--- config.mk ---
export PLATFORM = sky130hd
export DESIGN_NAME = multibyte_delimiter_splitter
export DESIGN_NICKNAME = d
export VERILOG_FILES = /design/src/hdl/msplit_pkg.sv /design/src/hdl/multibyte_delimiter_splitter.sv /design/src/hdl/msplit_cell.sv /design/src/hdl/msplit_ofifo.sv
export SDC_FILE = /design/constraint.sdc
export NUM_CORES = 1
export LEC_CHECK = 0
export BUFFER_PORTS_ARGS = -buffer_cell sky130_fd_sc_hd__clkbuf_2
export CAP_MARGIN = 10
export CELL_PAD_IN_SITES_DETAIL_PLACEMENT = 1
export CELL_PAD_IN_SITES_GLOBAL_PLACEMENT = 1
export CORE_MARGIN = 3
export CORE_UTILIZATION = 47
export DETAILED_ROUTE_END_ITERATION = 16
export GPL_TIMING_DRIVEN = 1
export PLACE_DENSITY = 0.87
export SLEW_MARGIN = 20
export SYNTH_ARGS = -nofsm -noshare
export SYNTH_HDL_FRONTEND = slang
export SYNTH_SLANG_ARGS = --single-unit
--- constraint.sdc ---
create_clock -name clk -period 5.6 [get_ports clk]
set_clock_uncertainty 0.2 [all_clocks]
set_input_delay 0.56 -clock clk [delete_from_list [all_inputs] [get_ports clk]]
set_output_delay 0.56 -clock clk [all_outputs]
set_load 0.01 [all_outputs]
--- src/hdl/msplit_pkg.sv ---
// Package: shared constants, types and register indexes for the delimiter splitter.
`timescale 1ns / 1ps
package msplit_pkg;
	localparam int MAX_DELIM = 8;
	localparam int LEN_W     = 4;
	localparam int BYTE_W    = 8;
	localparam int CFG_IDX_W = 1;
	localparam int CFG_W     = 64;

	localparam logic [CFG_IDX_W-1:0] REG_DELIM_LEN   = 1'b0;
	localparam logic [CFG_IDX_W-1:0] REG_DELIM_BYTES = 1'b1;

	typedef struct packed {
		logic ins;
		logic shift;
	} cell_ctl_t;

	typedef struct packed {
		logic [BYTE_W-1:0] out_byte;
		logic              is_byte;
		logic              final_piece;
		logic              run_last;
	} result_t;
endpackage

--- src/hdl/multibyte_delimiter_splitter.sv ---
// Top level: splits a byte string into pieces at a configured multibyte delimiter.
//
//  channel | signals                                        | direction
//  --------+------------------------------------------------+----------
//  in      | in_valid, in_stall, in_byte, has_byte,         | sink
//          | string_last                                    |
//  out     | out_valid, out_stall, out_byte, is_byte,       | source
//          | final_piece, run_last                          |
//  cfg     | cfg_valid, cfg_ready, cfg_index, cfg_data      | sink
//
// A byte word with a nonzero delimiter length gives at most one result as it is taken,
// unless it ends the string. At most one result leaves the engine per cycle, while the queue has space.
// The final flush of a string gives one result per pending byte plus one for the piece end.
// Length zero gives two results per byte (byte, then piece end). After a delimiter hit
// with more bytes pending than its length, S_SKIP shifts the delimiter out of the window.
// Reset clears the control state and the registers; window bytes need no reset.
// The two-entry output queue lets the engine run on while a result is stalled.
`timescale 1ns / 1ps
module multibyte_delimiter_splitter (
	input  logic                                 clk,
	input  logic                                 arst_n,
	input  logic                                 in_valid,
	output logic                                 in_stall,
	input  logic [msplit_pkg::BYTE_W-1:0]        in_byte,
	input  logic                                 has_byte,
	input  logic                                 string_last,
	output logic                                 out_valid,
	input  logic                                 out_stall,
	output logic [msplit_pkg::BYTE_W-1:0]        out_byte,
	output logic                                 is_byte,
	output logic                                 final_piece,
	output logic                                 run_last,
	input  logic                                 cfg_valid,
	output logic                                 cfg_ready,
	input  logic [msplit_pkg::CFG_IDX_W-1:0]     cfg_index,
	input  logic [msplit_pkg::CFG_W-1:0]         cfg_data
);
	localparam logic [2:0] S_IDLE  = 3'd0;
	localparam logic [2:0] S_LOOP  = 3'd1;
	localparam logic [2:0] S_SKIP  = 3'd2;
	localparam logic [2:0] S_FLUSH = 3'd3;
	localparam logic [2:0] S_END   = 3'd4;

	localparam int LW = msplit_pkg::LEN_W;
	localparam int BW = msplit_pkg::BYTE_W;
	localparam int MD = msplit_pkg::MAX_DELIM;

	logic [LW-1:0]             len_q;
	logic [msplit_pkg::CFG_W-1:0] delim_q;
	logic [LW-1:0]             len_c;
	logic [2:0]                state_q, state_d;
	logic [LW-1:0]             fill_q, fill_d;
	logic [LW-1:0]             cnt_q, cnt_d;
	logic                      last_q, last_d;
	logic                      acc;
	logic                      space;
	logic                      push;
	logic                      ins_en;
	logic                      shift_en;
	msplit_pkg::result_t       res;
	msplit_pkg::result_t       head;
	logic [BW-1:0]             eff_w [MD+1];
	logic [MD-1:0]             hit_w;
	logic [MD-1:0]             len_mask;
	logic                      match_c;
	logic [LW-1:0]             f_inc;
	logic [LW-1:0]             f_dec;
	logic [LW-1:0]             f_rem;

	assign cfg_ready = 1'b1;
	assign len_c     = (len_q > LW'(MD)) ? LW'(MD) : len_q;
	assign in_stall  = (state_q != S_IDLE) | ~space;
	assign acc       = in_valid & ~in_stall;
	assign eff_w[MD] = '0;

	always_ff @(posedge clk or negedge arst_n) begin
		if (!arst_n) begin
			len_q   <= '0;
			delim_q <= '0;
		end else if (cfg_valid && cfg_ready) begin
			case (cfg_index)
				msplit_pkg::REG_DELIM_LEN:   len_q   <= cfg_data[LW-1:0];
				msplit_pkg::REG_DELIM_BYTES: delim_q <= cfg_data;
				default: ;
			endcase
		end
	end

	for (genvar i = 0; i < MD; i++) begin : g_cell
		msplit_pkg::cell_ctl_t ctl;
		assign ctl.ins     = ins_en && (fill_q == LW'(i));
		assign ctl.shift   = shift_en;
		assign len_mask[i] = (LW'(i) < len_c);
		msplit_cell u_cell (
			.clk     (clk),
			.ctl     (ctl),
			.in_byte (in_byte),
			.nbr     (eff_w[i+1]),
			.delim   (delim_q[BW*i +: BW]),
			.eff     (eff_w[i]),
			.hit     (hit_w[i])
		);
	end

	assign match_c = &(hit_w | ~len_mask);
	assign f_inc   = fill_q + LW'(1);
	assign f_dec   = fill_q - LW'(1);
	assign f_rem   = fill_q - len_c;

	always_comb begin
		state_d  = state_q;
		fill_d   = fill_q;
		cnt_d    = cnt_q;
		last_d   = last_q;
		push     = 1'b0;
		ins_en   = 1'b0;
		shift_en = 1'b0;
		res      = '0;
		case (state_q)
			S_IDLE: begin
				if (acc) begin
					last_d = string_last;
					if (len_c == '0) begin
						if (has_byte) begin
							if (fill_q == '0) begin
								push         = 1'b1;
								res.out_byte = in_byte;
								res.is_byte  = 1'b1;
								state_d      = S_END;
							end else begin
								ins_en  = 1'b1;
								fill_d  = f_inc;
								state_d = S_FLUSH;
							end
						end else if (string_last && fill_q != '0) begin
							state_d = S_FLUSH;
						end
					end else if (has_byte) begin
						ins_en = (fill_q < LW'(MD));
						if (f_inc == len_c) begin
							push         = 1'b1;
							res.run_last = ~string_last;
							if (match_c) begin
								fill_d  = '0;
								state_d = string_last ? S_END : S_IDLE;
							end else begin
								res.out_byte = eff_w[0];
								res.is_byte  = 1'b1;
								shift_en     = 1'b1;
								fill_d       = len_c - LW'(1);
								if (!string_last) begin
									state_d = S_IDLE;
								end else begin
									state_d = (len_c != LW'(1)) ? S_FLUSH : S_END;
								end
							end
						end else if (f_inc > len_c) begin
							fill_d  = f_inc;
							state_d = S_LOOP;
						end else begin
							fill_d  = f_inc;
							state_d = string_last ? S_FLUSH : S_IDLE;
						end
					end else if (string_last) begin
						if (fill_q >= len_c) begin
							state_d = S_LOOP;
						end else begin
							state_d = (fill_q != '0) ? S_FLUSH : S_END;
						end
					end
				end
			end
			S_LOOP: begin
				if (space) begin
					push = 1'b1;
					if (match_c) begin
						if (fill_q == len_c) begin
							fill_d       = '0;
							res.run_last = ~last_q;
							state_d      = last_q ? S_END : S_IDLE;
						end else begin
							cnt_d        = len_c;
							res.run_last = ~(last_q | (f_rem >= len_c));
							state_d      = S_SKIP;
						end
					end else begin
						res.out_byte = eff_w[0];
						res.is_byte  = 1'b1;
						res.run_last = ~(last_q | (f_dec >= len_c));
						shift_en     = 1'b1;
						fill_d       = f_dec;
						if (f_dec >= len_c) begin
							state_d = S_LOOP;
						end else if (last_q) begin
							state_d = (f_dec != '0) ? S_FLUSH : S_END;
						end else begin
							state_d = S_IDLE;
						end
					end
				end
			end
			S_SKIP: begin
				shift_en = 1'b1;
				fill_d   = f_dec;
				cnt_d    = cnt_q - LW'(1);
				if (cnt_q == LW'(1)) begin
					if (f_dec >= len_c) begin
						state_d = S_LOOP;
					end else if (last_q) begin
						state_d = (f_dec != '0) ? S_FLUSH : S_END;
					end else begin
						state_d = S_IDLE;
					end
				end
			end
			S_FLUSH: begin
				if (space) begin
					push         = 1'b1;
					res.out_byte = eff_w[0];
					res.is_byte  = 1'b1;
					shift_en     = 1'b1;
					fill_d       = f_dec;
					if (fill_q == LW'(1)) begin
						state_d = S_END;
					end
				end
			end
			S_END: begin
				if (space) begin
					push            = 1'b1;
					res.final_piece = last_q;
					res.run_last    = 1'b1;
					last_d          = 1'b0;
					state_d         = S_IDLE;
				end
			end
			default: begin
				state_d = S_IDLE;
			end
		endcase
	end

	always_ff @(posedge clk or negedge arst_n) begin
		if (!arst_n) begin
			state_q <= S_IDLE;
			fill_q  <= '0;
			cnt_q   <= '0;
			last_q  <= 1'b0;
		end else begin
			state_q <= state_d;
			fill_q  <= fill_d;
			cnt_q   <= cnt_d;
			last_q  <= last_d;
		end
	end

	msplit_ofifo u_ofifo (
		.clk    (clk),
		.arst_n (arst_n),
		.push   (push),
		.din    (res),
		.space  (space),
		.valid  (out_valid),
		.stall  (out_stall),
		.dout   (head)
	);

	assign out_byte    = head.out_byte;
	assign is_byte     = head.is_byte;
	assign final_piece = head.final_piece;
	assign run_last    = head.run_last;
endmodule

--- src/hdl/msplit_cell.sv ---
// Window cell: holds one lookahead byte, compares it with its delimiter byte.
`timescale 1ns / 1ps
module msplit_cell (
	input  logic                           clk,
	input  msplit_pkg::cell_ctl_t          ctl,
	input  logic [msplit_pkg::BYTE_W-1:0]  in_byte,
	input  logic [msplit_pkg::BYTE_W-1:0]  nbr,
	input  logic [msplit_pkg::BYTE_W-1:0]  delim,
	output logic [msplit_pkg::BYTE_W-1:0]  eff,
	output logic                           hit
);
	logic [msplit_pkg::BYTE_W-1:0] byte_q;

	assign eff = ctl.ins ? in_byte : byte_q;
	assign hit = (eff == delim);

	always_ff @(posedge clk) begin
		if (ctl.shift) begin
			byte_q <= nbr;
		end else if (ctl.ins) begin
			byte_q <= in_byte;
		end
	end
endmodule

--- src/hdl/msplit_ofifo.sv ---
// Output skid queue: two result entries between the engine and the output port.
`timescale 1ns / 1ps
module msplit_ofifo (
	input  logic                clk,
	input  logic                arst_n,
	input  logic                push,
	input  msplit_pkg::result_t din,
	output logic                space,
	output logic                valid,
	input  logic                stall,
	output msplit_pkg::result_t dout
);
	msplit_pkg::result_t ent_q [2];
	logic       wp_q;
	logic       rp_q;
	logic [1:0] cnt_q;
	logic       pop;

	assign valid = (cnt_q != 2'd0);
	assign space = (cnt_q != 2'd2);
	assign pop   = valid & ~stall;
	assign dout  = ent_q[rp_q];

	always_ff @(posedge clk) begin
		if (push) begin
			ent_q[wp_q] <= din;
		end
	end

	always_ff @(posedge clk or negedge arst_n) begin
		if (!arst_n) begin
			wp_q  <= 1'b0;
			rp_q  <= 1'b0;
			cnt_q <= 2'd0;
		end else begin
			if (push) begin
				wp_q <= ~wp_q;
			end
			if (pop) begin
				rp_q <= ~rp_q;
			end
			case ({push, pop})
				2'b10:   cnt_q <= cnt_q + 2'd1;
				2'b01:   cnt_q <= cnt_q - 2'd1;
				default: cnt_q <= cnt_q;
			endcase
		end
	end
endmodule

==> impl_metrics.csv, run 1 <==
group,metric,value,unit
synth,synthMuxAreaShare,8.67,%
die,core-area,22000,µm²
placed_design,hpwl,24.4,mm
synth,synth_edf_count,22,
cts,numCtsBuffers,17,
global_route,grt_pass1_vias,9806,
flow_run,maxCapViolCount,0,
synth,yosys.area_share.simple,20.0,%
cts,cts_hold_buf,1,
timing,setup-tns-final,0,ps
global_route,antenna_found_initial,0,
synth,synth_flop_cell,"dfrtp_1",
hold_path,holdPathStages,2,
cts,cts_setup_buffers,0,
detailed_routing,wl_per_cell,22.8,µm
finish,final_cells,1482,
finish,nNetsFinal,1296,
cts,clk_pin_slew_worst_paths,70,ps
setup_path,crit_path_end_kind,"register",
detailed_routing,drtIter0Drc,594,
synth,ys_ff_latch,170,
synth,synthTopCellsByArea,"dfrtp_1, dfxtp_1, mux2_2",
synth,synth.distinct_cells,85,
finish,final_core_utilization,53.8,%
timing,slew_headroom,31.4,%
cts,cts_tree,"yes",
synth,synth_top_area_share,19.8,%
cts,cts_max_level,4,
synth,syn-cell-area,10600,µm²
timing,rsz0062_at_grt,"false",
detailed_routing,ant_nets,0,
cts,cts_root_buf,"clkbuf_16",
placed_design,numPortBuffers,92,
global_route,grt_max_degree,65,
die,start_util,48.3,%
finish,area_growth,11.6,%
power_and_ir_drop,peakVddDrop,0.226,mV
setup_path,reg2reg_slack,590,ps
hold_path,hp-start,"cfg_data[59]",
detailed_routing,drc,0,
die,die-area,24400,µm²
power_and_ir_drop,pwr-share-clk,21.0,%
synth,async_reset_ff_share,49.4,%
timing,min_period_over_period,89.5,%
setup_path,start_kind,"register",
setup_path,required,5720,ps
global_route,met1_usage,34.4,%
finish,layout-drive-gt1-share,21.4,%
power_and_ir_drop,intPower,3.11,mW
timing,min_period,5010,ps
setup_path,r2r_start,"len_q[3]",
setup_path,worst-setup-path-type,"register to register",
timing,fmax,199,MHz
synth,syn_nets,1235,
die,die_y,156,µm
placed_design,pre_cts_slack,718,ps
power_and_ir_drop,p_sw_share,43.3,%
timing,worst_pin_slew,1030,ps
timing,setup_ws,585,ps
synth,yosys.area.top_type,"dfrtp_1",
timing,setup_viol_count_final,0,
setup_path,reg2reg_to,"g_cell[6].u_cell.byte_q[2]",
synth,avgSynthCellArea,9.39,µm²
detailed_routing,viasPerCell,6.24,
detailed_routing,vias,9241,
status,run_status,"complete, no violations",
global_route,met3_usage,5.35,%
die,rows,54,
global_route,overflow,0,
synth,synth_top_family_by_area,"simple AND/OR/NAND/NOR gates",
synth,syn_inst,1128,
synth,yosys.area_share.xor_xnor,8.68,%
global_route,met2_usage,46.7,%
cts,cts.repair.resized,0,
power_and_ir_drop,switching_power,2.37,mW
cts,cts.sinks,170,
finish,antennaDiodeCount,0,
hold_path,worstHoldPathType,"input pin to register",
setup_path,critPathArrivalTime,5140,ps
placed_design,gp_congestion,0.976,
detailed_routing,drtPass1Iterations,7,
timing,slew_violations,0,
power_and_ir_drop,power.density,464,nW/µm²
synth,synth_compound_area_share,17.0,%
global_route,grt_first_pass_wirelength,53.4,mm
power_and_ir_drop,pwr-share-comb,44.9,%
hold_path,worst_hold_path.endpoint,"delim_q[59]",
cts,clk_latency,430,ps
die,io_pins,94,
die,die_w,156,µm
global_route,top_usage_layer,"met2",
setup_path,reg2reg_depth,14,
detailed_routing,wl,33.8,mm
cts,clk_path_buf_depth,2,
power_and_ir_drop,pwr-share-seq,34.1,%
placed_design,placed_cells,1449,
synth,yosysWarnings,0,
timing,finalHoldViolCount,0,
setup_path,path_max_fanout,32,
power_and_ir_drop,power,5.48,mW
global_route,grt_use_total,27.7,%
synth,yosysSeqAreaShare,38.2,%
power_and_ir_drop,p_leak,4.99,nW
synth,synth-adder-area-share,3.26,%
## cells by family after synthesis
kind of cell,after synthesis
muxes,82
AOI/OAI and AO/OA,249
xor gates and xnor gates,105
DFF,170
buffers and inverters,101
adders and majority gates,27
other,1
and+or+nand+nor,393
## synthesized netlist by cell type (all sizes together) (7+ instances only)
master / count
a21oi: 27
edfxtp: 22
a211o: 10
and2: 48
ha: 26
or2: 10
dfxtp: 64
a21o: 7
nor2: 51
o21ai: 25
nor4: 19
xor2: 56
clkbuf: 42
a211oi: 10
mux2: 78
a31oi: 8
buf: 28
nand2b: 19
o211ai: 55
nand4: 17
dfrtp: 84
xnor2: 49
nor2b: 35
and3: 12
inv: 30
nand3: 22
nor3: 24
o22ai: 51
nand2: 117
a22o: 9
or3: 7
a22oi: 10
## power groups by stage
stage                     clock, mW  sequential, mW  combinational (mW)
after detailed placement          0            1.89                2.39
final                          1.15            1.87                2.46
after CTS                      1.16            1.87                2.42
after floorplan                   0            1.75                1.79
after global routing           1.21            1.90                2.68
after global placement            0            1.86                2.30
## sequential cells by signal, indices dropped and copies added, names as in the netlist
register,count
u_ofifo.ent_q,22
u_ofifo.rp_q,1
g_cell.u_cell.byte_q,64
delim_q,64
len_q,4
u_ofifo.wp_q,1
u_ofifo.cnt_q,2
cnt_q,4
last_q,1
fill_q,4
state_q,3
## area by class of cell
type / instances / area, µm²
fill: 2501 / 10100
multi-input combinational: 857 / 6130
sequential: 170 / 4040
timing repair buffer: 112 / 628
clock buffer: 20 / 437
tap: 280 / 350
clock inverter: 12 / 116
inverter: 31 / 116
## worst max-delay path by stage
stage                     startpoint                    endpoint
after global placement      len_q[3]  g_cell[6].u_cell.byte_q[3]
after CTS                   len_q[3]  g_cell[7].u_cell.byte_q[5]
final                       len_q[3]  g_cell[6].u_cell.byte_q[2]
after floorplan             len_q[3]        u_ofifo.ent_q[0][10]
after detailed placement    len_q[3]  g_cell[7].u_cell.byte_q[5]
after global routing        len_q[3]         u_ofifo.ent_q[1][6]
## critical path: stages (launching register included)
cell and delay, ps:
dfrtp_1 540, inv_1 200, nand2_1 260, ha_1 350
nor3b_2 220, a21boi_2 580, nand3_1 520, a211oi_2 320
o22ai_1 180, o31ai_4 310, and4_4 290, a21o_4 360
buf_12 240, a22oi_1 120, nand2b_1 200
## metrics by stage
step                hold slack [ps]  cell area (µm²)
global placement                274            11300
floorplan                      64.4            10600
CTS                             143            11800
global route                    145            11800
finish                          154            11800
detailed placement              293            11300
## metal layers
layer / wire length [µm] / part of all wire (%) / vias up
li1: - / - / 4181
met1: 13800 / 41 / 4619
met2: 16500 / 49 / 349
met3: 2140 / 6.3 / 92
met4: 1300 / 3.8 / 0
met5: 0 / 0 / -
## cells in the final DEF (no fill, tap or decap), drive strengths merged, types with 22 or more instances in the layout
cell type / instances
o21ai: 25
dfxtp: 64
inv: 33
dfrtp: 84
ha: 26
xor2: 56
clkbuf: 111
nand3: 22
xnor2: 49
edfxtp: 22
mux2: 78
nor2b: 35
o22ai: 51
nand2: 117
nor3: 24
and2: 48
nor2: 51
o211ai: 55
a21oi: 27
No activity file was read; power rests on OpenSTA's default activity.
==> run 2, diff against run 1 <==
CORE_UTILIZATION = 48   (was 47)
CTS_BUF_LIST = sky130_fd_sc_hd__clkbuf_8   (was unset)
PLACE_DENSITY = 0.88   (was 0.87)
==> run 2 against run 1 <==
  * Sequential share of layout area increased by 0.30 points
  * Global-route usage increased by 0.65 points
  * Worst setup slack got worse by 52 ps
  * Die area decreased by 2.0%
  * Combinational power about the same
  * Critical path depth decreased by 1
  * Register-to-register slack got worse by 50 ps
  * Sequential power about the same
  * First-iteration DRC count increased by 35%
  * Final cell count about the same
  * Critical path type unchanged
  * Highest routed layer unchanged
==> impl_metrics.csv, run 2 (synthesized netlist as in run 1, its figures left out) <==
group,metric,value,unit
die,die_y,155,µm
power_and_ir_drop,pwr-share-seq,34.7,%
cts,numCtsBuffers,17,
global_route,antenna_found_initial,0,
setup_path,slowest_delay,590,ps
die,core-area,21400,µm²
timing,slew_violations,0,
finish,layout_common_cells,"nand2_1, clkbuf_2, dfrtp_1",
power_and_ir_drop,intPower,2.94,mW
placed_design,placed_cells,1450,
timing,min_period,5070,ps
placed_design,placed_area,11300,µm²
cts,clk_path_buf_depth,2,
timing,setup_viol_count_final,0,
power_and_ir_drop,switching_power,2.37,mW
flow_run,maxCapViolCount,0,
timing,fmax,197,MHz
cts,cts_hold_buf,1,
setup_path,critPathMostFrequentCell,"a211oi_2",
power_and_ir_drop,pwr-share-clk,18.5,%
die,die_w,155,µm
finish,final_common_cell,"nand2_1",
power_and_ir_drop,p_leak,4.97,nW
setup_path,path_cells,"inv_1, nand2_1, ha_1, nor3b_2, a21boi_2, nand3_1, a211oi_2, o22ai_1, o31ai_4, nand4_2, nor2_2, a211oi_2, a22o_1",
finish,final_cells,1483,
timing,rsz0062_at_grt,"false",
detailed_routing,wl_per_cell,22.8,µm
cts,cts_setup_buffers,0,
timing,worst_pin_slew,954,ps
detailed_routing,viasPerCell,6.26,
cts,cts_max_level,4,
cts,clk_pin_slew_worst_paths,110,ps
global_route,overflow,0,
finish,reg.largest.list,"delim_q x64, g_cell.u_cell.byte_q x64, u_ofifo.ent_q x22",
setup_path,crit_path_end_kind,"register",
global_route,grt_use_total,28.3,%
die,io_pins,94,
timing,slew_headroom,36.3,%
finish,nNetsFinal,1302,
die,start_util,49.6,%
finish,seq_area,4040,µm²
detailed_routing,wl,33.8,mm
setup_path,start_kind,"register",
placed_design,gp_congestion,0.967,
detailed_routing,drtIter0Drc,800,
timing,setup-tns-final,0,ps
global_route,grt_first_pass_wirelength,53.9,mm
finish,final_cell_area,11700,µm²
setup_path,worst-setup-path-type,"register to register",
power_and_ir_drop,peakVddDrop,0.173,mV
power_and_ir_drop,pwr-share-comb,46.8,%
cts,clk_latency,480,ps
placed_design,numPortBuffers,92,
finish,area_growth,10.6,%
setup_path,required,5630,ps
cts,cts_root_buf,"clkbuf_8",
timing,finalHoldViolCount,0,
status,run_status,"complete, no violations",
setup_path,critPathSlowestCell,"a21boi_2",
placed_design,hpwl,24.5,mm
detailed_routing,drtPass1Iterations,8,
finish,antennaDiodeCount,0,
finish,nFillCells,2502,
detailed_routing,vias,9278,
finish,multi_input_area,6120,µm²
setup_path,critPathBufInv,1,
detailed_routing,ant_nets,0,
power_and_ir_drop,p_sw_share,44.6,%
hold_path,worstHoldPathType,"input pin to register",
setup_path,cp_top_family,"compound AO/OA/AOI/OAI gates",
timing,min_period_over_period,90.5,%
cts,cts_tree,"yes",
detailed_routing,drc,0,
finish,layout-drive-gt1-share,22.0,%
setup_path,path_max_fanout,15,
die,rows,53,
global_route,grt_pass1_vias,9802,
global_route,grt_max_degree,65,
setup_path,critPathArrivalTime,5090,ps
cts,cts.sinks,170,
power_and_ir_drop,power.density,453,nW/µm²
die,die-area,23900,µm²
cts,cts.repair.resized,0,
run 2: cell types whose count changed in the layout (fill, tap and decap cells not counted), moves of 3 or more:
cell	previous run	this run
clkbuf_1	3	0
inv_6	2	5
clkbuf_16	17	0
clkbuf_8	0	17
clkinv_4	3	0
buf_4	19	26
run 2: path summary, 6_finish.rpt:
| path | start | to | slack [ps] | depth (start not counted) |
|---|---|---|---|---|
| hold / removal | cfg_data[50] | delim_q[50] | 100 | 2 |
| hold reg to reg | u_ofifo.wp_q | u_ofifo.wp_q | 320 | 1 |
| min in group asynchronous | arst_n | delim_q[39] | 380 | 2 |
| setup reg to reg | len_q[3] | u_ofifo.ent_q[1][7] | 530 | 13 |
| max in group asynchronous | arst_n | delim_q[28] | 3780 | 3 |
| setup / recovery | len_q[3] | u_ofifo.ent_q[1][7] | 530 | 13 |
run 2: area by class of cell:
cell class	count	share of cell area (%)
Tap cell	275	2.94
Clock inverter	15	1.71
Inverter	31	0.993
Multi-Input combinational cell	857	52.2
Timing Repair Buffer	118	5.64
Sequential cell	170	34.5
Clock buffer	17	2.00
run 2: metrics by stage:
step / hold WS, ps / setup WS [ps] / total power, mW / utilization [%]
final: 97.5 / 534 / 5.31 / 54.9
after floorplan: 64.4 / 1690 / 3.54 / -
after global placement: 278 / 867 / 4.17 / 52.8
after global routing: 76.5 / 290 / 5.61 / 54.9
after CTS: 76.7 / 594 / 5.28 / 54.9
after detailed placement: 285 / 634 / 4.28 / 52.8
run 2: per-layer routing:
layer  routed length (µm)  track usage [%]  vias up
met5                    0                0        -
met2                16700             48.7      348
met1                14200             36.4     4652
met4                  849             8.96        0
li1                     -                -     4210
met3                 2140             4.78       68
run 2: worst reg2reg max path: stages, from the launching register on:
cell      delay (ps)
dfrtp_1          560
inv_1            190
nand2_1          250
ha_1             350
nor3b_2          220
a21boi_2         590
nand3_1          500
a211oi_2         320
o22ai_1          170
o31ai_4          300
nand4_2          220
nor2_2           410
a211oi_2         230
a22o_1           310
run 2: power groups by stage:
stage                     clock network (mW)  registers (mW)  logic (mW)
after CTS                              0.990            1.84        2.45
after floorplan                            0            1.75        1.79
after global placement                     0            1.84        2.33
after global routing                    1.04            1.88        2.69
final                                  0.980            1.84        2.49
after detailed placement                   0            1.86        2.42
==> run 3, diff against run 2 <==
==> constraint.sdc (replaced) <==
create_clock -name clk -period 5.6 [get_ports clk]
set_clock_uncertainty 0.2 [all_clocks]
set_input_delay 0.28 -clock clk [delete_from_list [all_inputs] [get_ports clk]]
set_output_delay 0.28 -clock clk [all_outputs]
set_load 0.01 [all_outputs]
==> run 3 against run 2 <==
  * Via count grew 3.7%
  * First-iteration DRC count grew 2.0%
  * Largest power group unchanged
  * Sequential share of layout area shrank 1.6 points
  * Worst setup slack lost 76 ps
  * Non-clock buffer count grew 64
  * Fmax shrank 1.5%
  * Flip-flop and latch count is the same
  * Critical path type unchanged
  * Die area is the same
  * Wire length grew 6.3%
  * Register-to-register slack lost 80 ps
  * Design area grew 5.0%
  * Utilization grew 2.8 points
==> impl_metrics.csv, run 3 (synthesized netlist as in run 1, its figures left out) <==
group,metric,value,unit
status,run_status,"complete, no violations",
die,die_y,155,µm
die,die_w,155,µm
cts,clk_pin_slew_worst_paths,100,ps
finish,final_cell_area,12300,µm²
global_route,grt_use_total,30.1,%
setup_path,reg2reg_slack,460,ps
setup_path,crit_path_end_kind,"register",
detailed_routing,wl,35.9,mm
detailed_routing,viasPerCell,6.22,
power_and_ir_drop,power.density,427,nW/µm²
timing,fmax,194,MHz
placed_design,pre_cts_slack,588,ps
timing,slew_headroom,38.1,%
finish,nNetsFinal,1366,
placed_design,hpwl,24.6,mm
power_and_ir_drop,p_leak,5.21,nW
placed_design,gp_congestion,0.969,
detailed_routing,drtPass1Iterations,8,
detailed_routing,drtIter0Drc,816,
cts,cts.sinks,170,
timing,min_period_over_period,91.8,%
global_route,grt_max_degree,65,
power_and_ir_drop,pwr-share-comb,48.0,%
setup_path,reg2reg_depth,13,
die,die-area,23900,µm²
setup_path,r2r_start,"len_q[3]",
detailed_routing,ant_nets,0,
detailed_routing,vias,9622,
hold_path,worstHoldPathType,"input pin to register",
cts,cts_root_buf,"clkbuf_8",
global_route,overflow,0,
finish,antennaDiodeCount,0,
setup_path,start_kind,"register",
placed_design,placed_area,11300,µm²
cts,clk_path_buf_depth,2,
timing,slew_violations,0,
setup_path,critPathArrivalTime,5160,ps
setup_path,reg2reg_to,"u_ofifo.ent_q[1][3]",
finish,layout_common_cells,"nand2_1, clkbuf_2, dfrtp_1",
detailed_routing,drc,0,
die,rows,53,
global_route,grt_first_pass_wirelength,56.9,mm
power_and_ir_drop,pwr-share-seq,35.1,%
cts,numCtsBuffers,17,
hold_path,hp-start,"string_last",
setup_path,required,5620,ps
finish,reg.largest.list,"delim_q x64, g_cell.u_cell.byte_q x64, u_ofifo.ent_q x22",
timing,finalHoldViolCount,0,
cts,cts_tree,"yes",
flow_run,maxCapViolCount,0,
global_route,antenna_found_initial,0,
finish,area_growth,16.2,%
setup_path,worst-setup-path-type,"register to register",
global_route,grt_pass1_vias,10439,
finish,nFillCells,2430,
placed_design,numPortBuffers,92,
finish,final_core_utilization,57.6,%
timing,setup_ws,458,ps
power_and_ir_drop,switching_power,2.38,mW
die,io_pins,94,
timing,setup_viol_count_final,0,
timing,setup-tns-final,0,ps
cts,cts_setup_buffers,0,
cts,clk_latency,500,ps
power_and_ir_drop,peakVddDrop,0.184,mV
power_and_ir_drop,pwr-share-clk,16.9,%
timing,rsz0062_at_grt,"false",
hold_path,holdPathStages,3,
hold_path,worst_hold_path.endpoint,"last_q",
power_and_ir_drop,intPower,2.87,mW
cts,cts.repair.resized,0,
setup_path,path_max_fanout,15,
power_and_ir_drop,p_sw_share,45.3,%
die,core-area,21400,µm²
finish,layout-drive-gt1-share,20.6,%
finish,final_common_cell,"nand2_1",
timing,worst_pin_slew,927,ps
timing,min_period,5140,ps
cts,cts_max_level,4,
detailed_routing,wl_per_cell,23.2,µm
cts,cts_hold_buf,67,
die,start_util,49.6,%
## run 3: changes by cell type in the layout (fill, tap and decap cells not counted)
cell	before	now
clkinv_4	0	1
dlygate4sd3_1	1	67
buf_4	26	24
bufinv_16	3	1
inv_8	3	1
inv_6	5	6
inv_1	31	33
## run 3: layer usage
layer	up-vias	share of wire (%)	global-route usage, %
met1	4801	41	37.1
li1	4338	-	-
met3	106	6.2	6.04
met4	0	3.6	11.1
met2	377	49	52.2
met5	-	0	0
## run 3: through the flow
stage | hold WS [ps] | instances | power [mW]
floorplan | -216 | 1128 | 3.54
global placement | 74.6 | 1448 | 4.17
detailed placement | 90.1 | 1448 | 4.28
CTS | 4.32 | 1547 | 5.21
global route | 38.9 | 1547 | 5.57
finish | 7.18 | 1547 | 5.25
## run 3: critical path: stages (launching register included)
cell and delay [ps]:
dfrtp_1 570, inv_1 200, nand2_1 250, ha_1 350, nor3b_2 220, a21boi_2 580, nand3_1 490, a211oi_2 370
o22ai_1 190, o31ai_4 310, nand4_2 210, nor2_2 370, a211oi_2 230, a22o_1 320
## run 3: layout make-up
class                   count  area, µm²  area share [%]
clock buffers              17        234            1.90
clock inverters            15        143            1.16
inverters                  31        116           0.945
multi-input cells         857       6120            49.7
flip-flops and latches    170       4040            32.9
well taps                 275        344            2.80
repair buffers            182       1310            10.6
## run 3: worst max-delay path by stage
stage / start / to / slack [ps] / cells after the start
2_1_floorplan: len_q[3] / u_ofifo.ent_q[0][10] / 1690 / 15
3_3_place_gp: len_q[3] / g_cell[2].u_cell.byte_q[7] / 860 / 14
3_5_place_dp: len_q[3] / u_ofifo.ent_q[1][3] / 590 / 13
4_1_cts: len_q[3] / u_ofifo.ent_q[1][3] / 570 / 13
5_1_grt: len_q[3] / u_ofifo.ent_q[1][3] / 220 / 13
6_report: len_q[3] / u_ofifo.ent_q[1][3] / 460 / 13
## run 3: power by group through the flow
stage	sequential (mW)	clock (mW)	combinational (mW)
2_1_floorplan	1.75	0	1.79
3_3_place_gp	1.84	0	2.33
3_5_place_dp	1.86	0	2.42
4_1_cts	1.84	0.892	2.48
5_1_grt	1.88	0.945	2.74
6_report	1.84	0.889	2.52
